## src/rtl/core/tts_pkg.sv

```systemverilog
// Shared types, character codes and class functions for the text token splitter.
// No dependencies; used by tts_scan, tts_fifo and text_token_splitter.
package tts_pkg;

	localparam int FIELD_W    = 32;
	localparam int FIFO_DEPTH = 4;
	localparam int FIFO_PTR_W = 2;
	localparam int FIFO_CNT_W = 3;

	localparam logic [7:0] CH_SPACE      = 8'h20;
	localparam logic [7:0] CH_TAB        = 8'h09;
	localparam logic [7:0] CH_CR         = 8'h0D;
	localparam logic [7:0] CH_LF         = 8'h0A;
	localparam logic [7:0] CH_UNDERSCORE = 8'h5F;
	localparam logic [7:0] CH_QUOTE      = 8'h22;
	localparam logic [7:0] CH_BSLASH     = 8'h5C;
	localparam logic [7:0] CH_PLUS       = 8'h2B;
	localparam logic [7:0] CH_MINUS      = 8'h2D;
	localparam logic [7:0] CH_DOT        = 8'h2E;
	localparam logic [7:0] CH_E_UP       = 8'h45;
	localparam logic [7:0] CH_E_LO       = 8'h65;
	localparam logic [7:0] CH_UP_A       = 8'h41;
	localparam logic [7:0] CH_UP_Z       = 8'h5A;
	localparam logic [7:0] CH_LO_A       = 8'h61;
	localparam logic [7:0] CH_LO_Z       = 8'h7A;
	localparam logic [7:0] CH_DIG_0      = 8'h30;
	localparam logic [7:0] CH_DIG_9      = 8'h39;

	typedef enum logic [2:0] {
		MODE_IDLE  = 3'd0,
		MODE_IDENT = 3'd1,
		MODE_STR   = 3'd2,
		MODE_ESC   = 3'd3,
		MODE_NUM   = 3'd4
	} mode_t;

	typedef enum logic [1:0] {
		KIND_IDENT = 2'd0,
		KIND_STR   = 2'd1,
		KIND_NUM   = 2'd2,
		KIND_OTHER = 2'd3
	} kind_t;

	typedef struct packed {
		kind_t               kind;
		logic [FIELD_W-1:0]  offset;
		logic [FIELD_W-1:0]  length;
		logic                unterm;
		logic                last;
	} desc_t;

	// up to two descriptors per byte, first one in d0
	typedef struct packed {
		logic  v0;
		logic  v1;
		desc_t d0;
		desc_t d1;
	} scan_res_t;

	function automatic logic is_letter(input logic [7:0] ch);
		return (ch >= CH_UP_A && ch <= CH_UP_Z) || (ch >= CH_LO_A && ch <= CH_LO_Z);
	endfunction

	function automatic logic is_digit(input logic [7:0] ch);
		return ch >= CH_DIG_0 && ch <= CH_DIG_9;
	endfunction

	function automatic logic is_space(input logic [7:0] ch);
		return ch == CH_SPACE || ch == CH_TAB || ch == CH_CR || ch == CH_LF;
	endfunction

	function automatic logic ident_more(input logic [7:0] ch);
		return is_letter(ch) || is_digit(ch) || ch == CH_UNDERSCORE;
	endfunction

	function automatic logic num_start(input logic [7:0] ch);
		return is_digit(ch) || ch == CH_PLUS || ch == CH_MINUS || ch == CH_DOT;
	endfunction

	function automatic logic num_more(input logic [7:0] ch);
		return num_start(ch) || ch == CH_E_UP || ch == CH_E_LO;
	endfunction

endpackage

```

## src/rtl/core/text_token_splitter.sv

```systemverilog
// An accepted byte sits in the input stage, and its descriptors enter the output queue
// when it advances; m_tvalid is then driven from the registered queue count.
// Throughput: one byte per cycle while each byte yields at most one descriptor and m_tready
// stays high; the single output port drains one descriptor a cycle, so the second descriptor
// of a byte that closes one token and yields another waits in the four-entry queue.
// Reset (arst_n low): scanner between tokens at offset zero, input stage and queue empty.
module text_token_splitter #(
	parameter int OFFSET_BITS = 32
) (
	input  logic        clk,
	input  logic        arst_n,
	input  logic        s_tvalid,
	output logic        s_tready,
	input  logic [7:0]  s_tdata,   // [7:0] text_byte
	input  logic        s_tlast,   // end_of_buffer
	output logic        m_tvalid,
	input  logic        m_tready,
	output logic [63:0] m_tdata,   // [31:0] token_offset, [63:32] token_length
	output logic [2:0]  m_tuser,   // [1:0] token_kind, [2] unterminated
	output logic        m_tlast    // final_of_run
);

	// Input stage: one byte plus its end-of-buffer mark.
	logic       vld_s1;
	logic [7:0] byte_s1;
	logic       eob_s1;

	logic               adv;
	logic               room;
	tts_pkg::scan_res_t res;
	tts_pkg::desc_t     head;

	// The byte leaves the input stage once the queue can take both possible
	// descriptors; the stage refills in the same cycle, so no bubble.
	assign adv      = vld_s1 && room;
	assign s_tready = !vld_s1 || adv;

	always_ff @(posedge clk or negedge arst_n) begin
		if (!arst_n) begin
			vld_s1 <= 1'b0;
		end else if (s_tready) begin
			vld_s1 <= s_tvalid;
		end
	end

	always_ff @(posedge clk) begin
		if (s_tvalid && s_tready) begin
			byte_s1 <= s_tdata;
			eob_s1  <= s_tlast;
		end
	end

	// Character-class state machine; state commits only when the byte advances.
	tts_scan #(
		.OFS_W (OFFSET_BITS)
	) u_scan (
		.clk    (clk),
		.arst_n (arst_n),
		.ch     (byte_s1),
		.eob    (eob_s1),
		.adv    (adv),
		.res    (res)
	);

	// Result queue parts the scanner from the output handshake.
	tts_fifo u_fifo (
		.clk       (clk),
		.arst_n    (arst_n),
		.push0     (adv && res.v0),
		.push1     (adv && res.v1),
		.d0        (res.d0),
		.d1        (res.d1),
		.room      (room),
		.out_valid (m_tvalid),
		.out_ready (m_tready),
		.out_desc  (head)
	);

	assign m_tdata = {head.length, head.offset};
	assign m_tuser = {head.unterm, head.kind};
	assign m_tlast = head.last;

	a_stage_hold: assert property (@(posedge clk) disable iff (!arst_n)
		vld_s1 && !adv |=> vld_s1 && $stable(byte_s1) && $stable(eob_s1))
		else $error("input stage lost a byte while stalled");

	a_ready_room: assert property (@(posedge clk) disable iff (!arst_n)
		vld_s1 && !room |-> !s_tready)
		else $error("input taken while the stage could not drain");

	a_unterm_kind: assert property (@(posedge clk) disable iff (!arst_n)
		m_tvalid && m_tuser[2] |-> m_tuser[1:0] == tts_pkg::KIND_STR)
		else $error("unterminated flag on a non-string token");

endmodule

```

## src/rtl/core/tts_scan.sv

```systemverilog
// Per-byte scanner: mode, token start and position registers plus descriptor logic.
// Depends on tts_pkg.
module tts_scan #(
	parameter int OFS_W = 32
) (
	input  logic                clk,
	input  logic                arst_n,
	input  logic [7:0]          ch,
	input  logic                eob,
	input  logic                adv,
	output tts_pkg::scan_res_t  res
);

	localparam logic [OFS_W-1:0] ONE = OFS_W'(1);

	tts_pkg::mode_t   mode_q, mode_mid, mode_nxt;
	logic [OFS_W-1:0] begin_q, begin_mid, begin_nxt;
	logic [OFS_W-1:0] pos_q, pos_nxt;
	logic             consumed, end_tok, other_tok, tail_tok;
	logic [OFS_W-1:0] len_end, len_tail;
	tts_pkg::desc_t   dsc_end, dsc_other, dsc_tail;
	logic [1:0]       n_res;

	// next state
	always_comb begin
		consumed  = 1'b0;
		end_tok   = 1'b0;
		other_tok = 1'b0;
		mode_mid  = mode_q;
		begin_mid = begin_q;
		unique case (mode_q)
			tts_pkg::MODE_IDENT: begin
				if (tts_pkg::ident_more(ch)) begin
					consumed = 1'b1;
				end else begin
					end_tok  = 1'b1;
					mode_mid = tts_pkg::MODE_IDLE;
				end
			end
			tts_pkg::MODE_NUM: begin
				if (tts_pkg::num_more(ch)) begin
					consumed = 1'b1;
				end else begin
					end_tok  = 1'b1;
					mode_mid = tts_pkg::MODE_IDLE;
				end
			end
			tts_pkg::MODE_STR: begin
				consumed = 1'b1;
				if (ch == tts_pkg::CH_BSLASH) begin
					mode_mid = tts_pkg::MODE_ESC;
				end else if (ch == tts_pkg::CH_QUOTE) begin
					end_tok  = 1'b1;
					mode_mid = tts_pkg::MODE_IDLE;
				end
			end
			tts_pkg::MODE_ESC: begin
				consumed = 1'b1;
				mode_mid = tts_pkg::MODE_STR;
			end
			default: begin
				mode_mid = tts_pkg::MODE_IDLE;
			end
		endcase
		if (!consumed) begin
			if (tts_pkg::is_space(ch)) begin
				// separator
			end else if (tts_pkg::is_letter(ch) || ch == tts_pkg::CH_UNDERSCORE) begin
				mode_mid  = tts_pkg::MODE_IDENT;
				begin_mid = pos_q;
			end else if (ch == tts_pkg::CH_QUOTE) begin
				mode_mid  = tts_pkg::MODE_STR;
				begin_mid = pos_q;
			end else if (tts_pkg::num_start(ch)) begin
				mode_mid  = tts_pkg::MODE_NUM;
				begin_mid = pos_q;
			end else begin
				other_tok = 1'b1;
			end
		end
		mode_nxt  = eob ? tts_pkg::MODE_IDLE : mode_mid;
		begin_nxt = eob ? '0 : begin_mid;
		pos_nxt   = eob ? '0 : pos_q + ONE;
	end

	// descriptors
	always_comb begin
		tail_tok = eob && (mode_mid == tts_pkg::MODE_IDENT || mode_mid == tts_pkg::MODE_NUM ||
			mode_mid == tts_pkg::MODE_STR || mode_mid == tts_pkg::MODE_ESC);
		len_end  = pos_q - begin_q + ((mode_q == tts_pkg::MODE_STR) ? ONE : '0);
		len_tail = pos_q - begin_mid + ONE;

		dsc_end.kind   = (mode_q == tts_pkg::MODE_IDENT) ? tts_pkg::KIND_IDENT :
			(mode_q == tts_pkg::MODE_NUM) ? tts_pkg::KIND_NUM : tts_pkg::KIND_STR;
		dsc_end.offset = tts_pkg::FIELD_W'(begin_q);
		dsc_end.length = tts_pkg::FIELD_W'(len_end);
		dsc_end.unterm = 1'b0;
		dsc_end.last   = 1'b0;

		dsc_other.kind   = tts_pkg::KIND_OTHER;
		dsc_other.offset = tts_pkg::FIELD_W'(pos_q);
		dsc_other.length = tts_pkg::FIELD_W'(1);
		dsc_other.unterm = 1'b0;
		dsc_other.last   = 1'b0;

		dsc_tail.kind   = (mode_mid == tts_pkg::MODE_IDENT) ? tts_pkg::KIND_IDENT :
			(mode_mid == tts_pkg::MODE_NUM) ? tts_pkg::KIND_NUM : tts_pkg::KIND_STR;
		dsc_tail.offset = tts_pkg::FIELD_W'(begin_mid);
		dsc_tail.length = tts_pkg::FIELD_W'(len_tail);
		dsc_tail.unterm = mode_mid == tts_pkg::MODE_STR || mode_mid == tts_pkg::MODE_ESC;
		dsc_tail.last   = 1'b0;

		// a one-byte token leaves the scanner idle, so it never pairs with a tail
		n_res = 2'(end_tok) + 2'(other_tok) + 2'(tail_tok);
		res.v0 = n_res != 2'd0;
		res.v1 = n_res == 2'd2;
		res.d0 = end_tok ? dsc_end : (other_tok ? dsc_other : dsc_tail);
		res.d1 = other_tok ? dsc_other : dsc_tail;
		res.d0.last = n_res == 2'd1;
		res.d1.last = 1'b1;
	end

	always_ff @(posedge clk or negedge arst_n) begin
		if (!arst_n) begin
			mode_q  <= tts_pkg::MODE_IDLE;
			begin_q <= '0;
			pos_q   <= '0;
		end else if (adv) begin
			mode_q  <= mode_nxt;
			begin_q <= begin_nxt;
			pos_q   <= pos_nxt;
		end
	end

	a_eob_restart: assert property (@(posedge clk) disable iff (!arst_n)
		adv && eob |=> mode_q == tts_pkg::MODE_IDLE && pos_q == '0 && begin_q == '0)
		else $error("scanner did not restart after end of buffer");

	a_pos_step: assert property (@(posedge clk) disable iff (!arst_n)
		adv && !eob |=> pos_q == $past(pos_q) + ONE)
		else $error("byte position did not advance by one");

	a_second_needs_first: assert property (@(posedge clk) disable iff (!arst_n)
		res.v1 |-> res.v0 && !res.d0.last)
		else $error("second descriptor without an open first one");

endmodule

```

## src/rtl/core/tts_fifo.sv

```systemverilog
// Four-entry descriptor queue: up to two writes and one read per cycle.
// Depends on tts_pkg.
module tts_fifo (
	input  logic            clk,
	input  logic            arst_n,
	input  logic            push0,
	input  logic            push1,
	input  tts_pkg::desc_t  d0,
	input  tts_pkg::desc_t  d1,
	output logic            room,
	output logic            out_valid,
	input  logic            out_ready,
	output tts_pkg::desc_t  out_desc
);

	tts_pkg::desc_t                  mem_q [tts_pkg::FIFO_DEPTH];
	logic [tts_pkg::FIFO_PTR_W-1:0]  wr_ptr_q, rd_ptr_q;
	logic [tts_pkg::FIFO_CNT_W-1:0]  count_q;
	logic                            pop;

	assign out_valid = count_q != '0;
	assign pop       = out_valid && out_ready;
	assign out_desc  = mem_q[rd_ptr_q];
	// room for two, judged before this cycle's read
	assign room      = count_q <= tts_pkg::FIFO_CNT_W'(tts_pkg::FIFO_DEPTH - 2);

	always_ff @(posedge clk) begin
		if (push0) begin
			mem_q[wr_ptr_q] <= d0;
		end
		if (push1) begin
			mem_q[wr_ptr_q + tts_pkg::FIFO_PTR_W'(1)] <= d1;
		end
	end

	always_ff @(posedge clk or negedge arst_n) begin
		if (!arst_n) begin
			wr_ptr_q <= '0;
			rd_ptr_q <= '0;
			count_q  <= '0;
		end else begin
			wr_ptr_q <= wr_ptr_q + tts_pkg::FIFO_PTR_W'(push0) + tts_pkg::FIFO_PTR_W'(push1);
			rd_ptr_q <= rd_ptr_q + tts_pkg::FIFO_PTR_W'(pop);
			count_q  <= count_q + tts_pkg::FIFO_CNT_W'(push0) + tts_pkg::FIFO_CNT_W'(push1)
				- tts_pkg::FIFO_CNT_W'(pop);
		end
	end

	a_no_overflow: assert property (@(posedge clk) disable iff (!arst_n)
		push0 |-> room)
		else $error("descriptor queue written without room");

	a_push_order: assert property (@(posedge clk) disable iff (!arst_n)
		push1 |-> push0)
		else $error("second slot written without the first");

	a_count_bound: assert property (@(posedge clk) disable iff (!arst_n)
		count_q <= tts_pkg::FIFO_CNT_W'(tts_pkg::FIFO_DEPTH))
		else $error("descriptor queue count out of range");

endmodule

```

## config.mk

```make
export PLATFORM = sky130hd
export DESIGN_NAME = text_token_splitter
export DESIGN_NICKNAME = d
export VERILOG_FILES = /design/src/rtl/core/tts_pkg.sv /design/src/rtl/core/text_token_splitter.sv /design/src/rtl/core/tts_scan.sv /design/src/rtl/core/tts_fifo.sv
export SDC_FILE = /design/constraint.sdc
export NUM_CORES = 1
export LEC_CHECK = 0
export ABC_AREA = 1
export CAP_MARGIN = 20
export CORE_MARGIN = 8
export CORE_UTILIZATION = 60
export DETAILED_ROUTE_END_ITERATION = 16
export DONT_BUFFER_PORTS = 1
export MAX_ROUTING_LAYER = met4
export PLACE_DENSITY = 0.76
export SYNTH_ARGS = -nofsm -noshare
export SYNTH_HDL_FRONTEND = slang
export SYNTH_SLANG_ARGS = --single-unit
```

## constraint.sdc

```tcl
create_clock -name clk -period 5.95 [get_ports clk]
set_input_delay 1.19 -clock clk [delete_from_list [all_inputs] [get_ports clk]]
set_output_delay 1.19 -clock clk [all_outputs]
set_load 0.005 [all_outputs]
```

==> results of run 1 <==
per-layer routing:
metal  part of all wire, %  vias up  global-route usage [%]
met5                     0        -                       -
met4                   5.3        0                    18.5
met3                    13      241                    9.26
met2                    44     1444                    55.3
met1                    38    10100                    48.3
li1                      -     9709                       -
final cells by class:
| cell class | instances | share of cell area (%) |
|---|---|---|
| tap | 511 | 2.59 |
| clock inverter | 18 | 0.548 |
| inverter | 227 | 3.46 |
| multi-input combinational | 2069 | 46.0 |
| sequential | 356 | 41.7 |
| timing repair buffer | 39 | 1.44 |
| clock buffer | 53 | 4.34 |
synthesized netlist by cell type (all sizes together), types with 2 or more instances:
| cell | instances | area (sq um) |
|---|---|---|
| xnor2 | 18 | 158 |
| o21bai | 12 | 90.1 |
| a21o | 11 | 82.6 |
| nand3b | 9 | 67.6 |
| nand2 | 640 | 2420 |
| inv | 227 | 852 |
| nor3 | 28 | 150 |
| dfrtp | 75 | 1880 |
| a31oi | 11 | 75.1 |
| clkbuf | 101 | 379 |
| o22ai | 229 | 1430 |
| edfxtp | 277 | 8320 |
| xor2 | 23 | 201 |
| nor4 | 18 | 119 |
| a22o | 12 | 105 |
| o21ai | 304 | 1710 |
| a21oi | 97 | 493 |
| o221ai | 2 | 17.5 |
| nor2 | 268 | 1050 |
| fa | 6 | 120 |
| o21a | 3 | 22.5 |
| a21boi | 4 | 30.0 |
| nand3 | 171 | 866 |
| dfxtp | 4 | 80.1 |
| or2 | 17 | 106 |
| buf | 39 | 228 |
| o31ai | 7 | 52.6 |
| nand4 | 36 | 225 |
| o211ai | 6 | 45.0 |
| a211oi | 3 | 22.5 |
| ha | 127 | 1590 |
state kept, by name, indices dropped and copies added, names as in the netlist:
register / cells
u_fifo.mem_q: 272
u_fifo.wr_ptr_q: 2
u_scan.mode_q: 3
u_fifo.rd_ptr_q: 2
vld_s1: 1
byte_s1: 8
u_scan.begin_q: 32
eob_s1: 1
u_fifo.count_q: 3
u_scan.pos_q: 32
logic make-up (layout without fill, tap and decap cells):
family | Yosys count | in the layout | share of synthesized area [%]
simple gates | 1190 | 1190 | 21.8
compound gates | 704 | 704 | 18.3
buf+inv | 367 | 337 | 6.33
flops | 356 | 356 | 44.6
fa+ha+maj | 133 | 133 | 7.42
xor+xnor | 41 | 41 | 1.56
mux | 1 | 1 | 0.0434
cell usage in the layout (no fill, tap or decap), types with 36 or more instances in the layout:
cell       Yosys  layout
nand4_1       36      36
clkbuf_16      0      40
nand3_1      169     169
inv_1        196     195
o21ai_1       38      38
nor2_1       256     255
o21ai_0      216     216
edfxtp_1     277     277
o22ai_1      229     229
ha_1         127     127
o21ai_2       50      49
nand2_1      635     630
a21oi_1       95      95
dfrtp_1       75      73
worst paths after layout:
check,cells past startpoint,endpoint,slack [ps]
worst max-delay path,24,u_fifo.mem_q[0][20],660
worst min-delay path,0,u_scan.pos_q[29],310
worst max register to register,24,u_fifo.mem_q[0][20],660
worst min register to register,2,u_fifo.mem_q[3][0],490
max in group asynchronous,0,u_fifo.rd_ptr_q[0],5490
min in group clk,2,u_fifo.mem_q[3][0],490
through the flow:
stage	total power [W]	setup slack, ps	cells	instance area (sq um)
floorplan	0.00868	756	2792	23000
global placement	0.0111	822	3202	23500
detailed placement	0.0112	810	3202	23500
CTS	0.0136	809	3273	24700
global route	0.0145	195	3273	24700
finish	0.0138	663	3273	24700
power groups by stage:
stage	registers (W)	clock network, W	logic (W)
floorplan	0.00346	0	0.00522
detailed placement	0.00357	0	0.00768
finish	0.00353	0.00234	0.00791
CTS	0.00352	0.00233	0.00773
global route	0.00357	0.00241	0.00850
global placement	0.00355	0	0.00753
==> impl_metrics.env, run 1 <==
export IMPL_area_delta_synth_final_pct=7.10
export IMPL_num_vias=21500
export IMPL_power_switching_w=0.00721
export IMPL_seq_area_sq_mm=0.0103
export IMPL_multi_input_area_sq_mm=0.0113
export IMPL_synth_edf_count=277
export IMPL_dp_hpwl_mm=58.6
export IMPL_max_freq_mhz=189
export IMPL_critical_path_startpoint="byte_s1[1]"
export IMPL_num_antenna_cells=0
export IMPL_first_pass_iters=7
export IMPL_finalHoldViolCount=0
export IMPL_antenna_found_initial=0
export IMPL_postLayoutCoreUtil_pct=65.4
export IMPL_die_area_sq_mm=0.0449
export IMPL_ys_ff_latch=356
export IMPL_cts_sinks=356
export IMPL_rsz0062_at_grt="no"
export IMPL_viasPerCell=6.57
export IMPL_die_y_um=212
export IMPL_critPathLaunchType="flop"
export IMPL_cts_buffers_inserted=39
export IMPL_cts_tree="yes"
export IMPL_port_buffers=0
export IMPL_cts_resized=0
export IMPL_power_density_mw_per_mm2=559
export IMPL_path_delay_family="simple AND/OR/NAND/NOR gates"
export IMPL_fin_crit_sh_pct=88.9
export IMPL_grt_usage_pct=37.6
export IMPL_avgSynthCellArea_sq_um=8.25
export IMPL_final_nets=2878
export IMPL_r2r_start="byte_s1[1]"
export IMPL_start_util_pct=61.0
export IMPL_first_iter_violations=2694
export IMPL_p_int_w=0.00657
export IMPL_synth_nets=2938
export IMPL_p_leak_nw=10.6
export IMPL_num_fill_cells=3181
export IMPL_wl_per_cell_um=25.5
export IMPL_arrival_ps=5570
export IMPL_cp_max_fo=39
export IMPL_setup_viol=0
export IMPL_postCtsHoldBufs=0
export IMPL_yosysSeqAreaShare_pct=44.6
export IMPL_synth_ff_type="edfxtp_1"
export IMPL_crit_buf_inv=2
export IMPL_maxCapViolCount=0
export IMPL_drc=0
export IMPL_postRouteAntennaNets=0
export IMPL_coreArea_sq_mm=0.0378
export IMPL_syn_inst=2792
export IMPL_synth_distinct_cells=56
export IMPL_hold_class="input port to asynchronous set/reset pin"
export IMPL_crit_type="flop to flop"
export IMPL_grt_pass1_vias=20600
export IMPL_pin_count=83
export IMPL_num_rows=71
export IMPL_setup_tns_ps=0
export IMPL_clk_pin_slew_ps=60
export IMPL_async_flop_share_pct=21.1
export IMPL_ys_warn_count=0
export IMPL_period_needed_ps=5290
export IMPL_clk_path_buf_depth=3
export IMPL_synth_area_sq_mm=0.0230
export IMPL_worstMarginPinSlew_ps=1150
export IMPL_clock_latency_ps=570
export IMPL_slew_headroom_pct=23.4
export IMPL_p_clk_share_pct=17.0
export IMPL_routed_wl_mm=83.3
export IMPL_outcome="finished clean"
export IMPL_grt_overflow=0
export IMPL_critPathMostFrequentCell="nand2_1"
export IMPL_maxSlewViolCount=0
export IMPL_p_seq_share_pct=25.6
export IMPL_cp_slowest_cell="edfxtp_1"
export IMPL_ir_worst_vdd_mv=0.370
export IMPL_drive_gt1_share_pct=7.93
export IMPL_power_switching_share_pct=52.3
export IMPL_grt_max_degree=83
export IMPL_pwr_share_comb_pct=57.4
export IMPL_die_x_um=212
export IMPL_whs_ps=313
export IMPL_clockRootBuffer="clkbuf_16"
export IMPL_post_cts_setup_buffers=0
export IMPL_cp_cell_sequence="nor2_1 -> nand2_1 -> nand2_1 -> nand3_2 -> nor2_2 -> nor2_2 -> nor2_4 -> o21ai_4 -> buf_4 -> nand2_1 -> o21ai_2 -> ha_1 -> ha_1 -> a21oi_1 -> o21ai_0 -> a21oi_1 -> nand2_1 -> a21oi_1 -> xor2_1 -> inv_1 -> nand2_1 -> o21ai_0 -> nand2_1 -> o21ai_0"
export IMPL_fin_skew_ps=13.3
export IMPL_cts_max_level=2
export IMPL_crit_required_ps=6230
export IMPL_place_gp_congestion=1.07
export IMPL_slowest_delay_ps=520
export IMPL_grt_pass1_wl_mm=124
export IMPL_cp_end_kind="flop"
No activity file was read; power rests on OpenSTA's default activity.
==> run 2, diff against run 1 <==
Clock period 5.95 ns to 6.6 ns, I/O delays scaled along.
==> impl_metrics.env, run 2 (same netlist as run 1, synthesis figures left out) <==
export IMPL_outcome="finished clean"
export IMPL_slew_headroom_pct=25.1
export IMPL_cp_end_kind="flop"
export IMPL_dpl_instance_area_sq_mm=0.0235
export IMPL_wl_per_cell_um=25.4
export IMPL_layout_common_cells="nand2_1, edfxtp_1, nor2_1"
export IMPL_post_cts_setup_buffers=0
export IMPL_p_clk_share_pct=18.5
export IMPL_worstMarginPinSlew_ps=1120
export IMPL_first_pass_iters=7
export IMPL_dp_hpwl_mm=58.2
export IMPL_final_nets=2879
export IMPL_die_x_um=212
export IMPL_finalWorstSetupSlack_ps=1040
export IMPL_pin_count=83
export IMPL_die_y_um=212
export IMPL_place_inst=3201
export IMPL_power_switching_share_pct=51.4
export IMPL_clock_latency_ps=580
export IMPL_finalHoldViolCount=0
export IMPL_fin_area_sq_mm=0.0249
export IMPL_grt_pass1_wl_mm=124
export IMPL_fin_skew_ps=21.5
export IMPL_num_rows=71
export IMPL_setup_viol=0
export IMPL_drc=0
export IMPL_arrival_ps=5850
export IMPL_crit_type="flop to flop"
export IMPL_critPathLaunchType="flop"
export IMPL_start_util_pct=61.0
export IMPL_grt_pass1_vias=20600
export IMPL_coreArea_sq_mm=0.0378
export IMPL_cts_buffers_inserted=40
export IMPL_fin_crit_sh_pct=84.2
export IMPL_grt_max_degree=101
export IMPL_mostFrequentLayoutCell="nand2_1"
export IMPL_ir_worst_vdd_mv=0.267
export IMPL_grt_overflow=0
export IMPL_setup_tns_ps=0
export IMPL_routed_wl_mm=83.4
export IMPL_drive_gt1_share_pct=8.32
export IMPL_area_delta_synth_final_pct=7.96
export IMPL_crit_required_ps=6890
export IMPL_antenna_found_initial=1
export IMPL_postRouteAntennaNets=0
export IMPL_cts_tree="yes"
export IMPL_max_freq_mhz=180
export IMPL_num_vias=21900
export IMPL_clk_pin_slew_ps=60
export IMPL_maxSlewViolCount=0
export IMPL_p_leak_nw=10.7
export IMPL_hold_class="input port to asynchronous set/reset pin"
export IMPL_power_density_mw_per_mm2=507
export IMPL_cts_sinks=356
export IMPL_place_ws_ps=1220
export IMPL_regMostFlops="u_fifo.mem_q"
export IMPL_port_buffers=0
export IMPL_rsz0062_at_grt="no"
export IMPL_place_gp_congestion=1.03
export IMPL_first_iter_violations=3245
export IMPL_cts_resized=0
export IMPL_clk_path_buf_depth=3
export IMPL_clockRootBuffer="clkbuf_16"
export IMPL_p_int_w=0.00612
export IMPL_largest_reg_flops=272
export IMPL_power_switching_w=0.00648
export IMPL_grt_usage_pct=37.5
export IMPL_p_seq_share_pct=25.4
export IMPL_reg_top3="u_fifo.mem_q: 272 flops, u_scan.begin_q: 32 flops, u_scan.pos_q: 32 flops"
export IMPL_die_area_sq_mm=0.0449
export IMPL_cp_max_fo=20
export IMPL_pwr_share_comb_pct=56.1
export IMPL_viasPerCell=6.70
export IMPL_period_needed_ps=5560
export IMPL_maxCapViolCount=0
export IMPL_postLayoutCoreUtil_pct=65.9
export IMPL_cts_max_level=2
export IMPL_postCtsHoldBufs=0
export IMPL_instances_no_fill=3276
[run 2: cell count changes in the layout (fill, tap and decap cells not counted), sizes merged]
cell,before,now
inv,227,228
clkinvlp,2,3
bufinv,1,5
diode,0,1
clkbuf,53,49
[run 2: layout make-up]
cell class,count,area (sq um)
Fill cell,3064,12900
Tap cell,511,639
Multi-Input combinational cell,2069,11300
Clock buffer,49,1070
Clock inverter,24,293
Sequential cell,356,10300
Inverter,227,853
Antenna cell,1,2.50
Timing Repair Buffer,39,388
[run 2: path summary, 6_finish.rpt]
kind	end	depth (start not counted)	startpoint	slack (ps)
min	u_scan.pos_q[7]	0	arst_n	440
max	u_fifo.mem_q[3][20]	23	byte_s1[1]	1040
max reg2reg	u_fifo.mem_q[3][20]	23	byte_s1[1]	1040
max in group asynchronous	u_fifo.rd_ptr_q[0]	0	arst_n	6020
min reg2reg	u_fifo.mem_q[1][0]	2	u_fifo.mem_q[1][0]	480
min in group clk	u_fifo.mem_q[1][0]	2	u_fifo.mem_q[1][0]	480
[run 2: metal layers]
| metal | vias to the layer above | global-route usage [%] | part of all wire, % |
|---|---|---|---|
| met4 | 0 | 18.7 | 5.5 |
| li1 | 9706 | - | - |
| met2 | 1563 | 55.3 | 44 |
| met5 | - | - | 0 |
| met1 | 10400 | 48.3 | 38 |
| met3 | 318 | 8.41 | 12 |
[run 2: power by group through the flow]
stage          logic, W  clock network (W)  registers (W)
2_1_floorplan   0.00470                  0        0.00312
3_3_place_gp    0.00668                  0        0.00321
3_5_place_dp    0.00682                  0        0.00323
4_1_cts         0.00688            0.00232        0.00318
5_1_grt         0.00759            0.00241        0.00323
6_report        0.00707            0.00233        0.00320
[run 2: stage by stage]
stage	hold WS (ps)	power [W]
final	437	0.0126
after global routing	423	0.0132
after CTS	426	0.0124
after detailed placement	461	0.0100
after global placement	452	0.00989
after floorplan	441	0.00782
[run 2: critical path, cell delays in order (launching register included)]
cell      delay (ps)
edfxtp_1         530
nor2_1           180
nand2_1           70
nand2_1          100
nand2_1           70
nor2_1           140
nand2_1          160
o21ai_4          620
buf_4            350
nand2_1          100
o21ai_2          180
ha_1             310
ha_1             370
a21oi_1          270
o21ai_0          130
a21oi_1          280
nand2_1          230
a21oi_1          210
xor2_1           360
inv_1             80
nand2_1          130
o21ai_0          170
nand2_1          110
o21ai_0          110
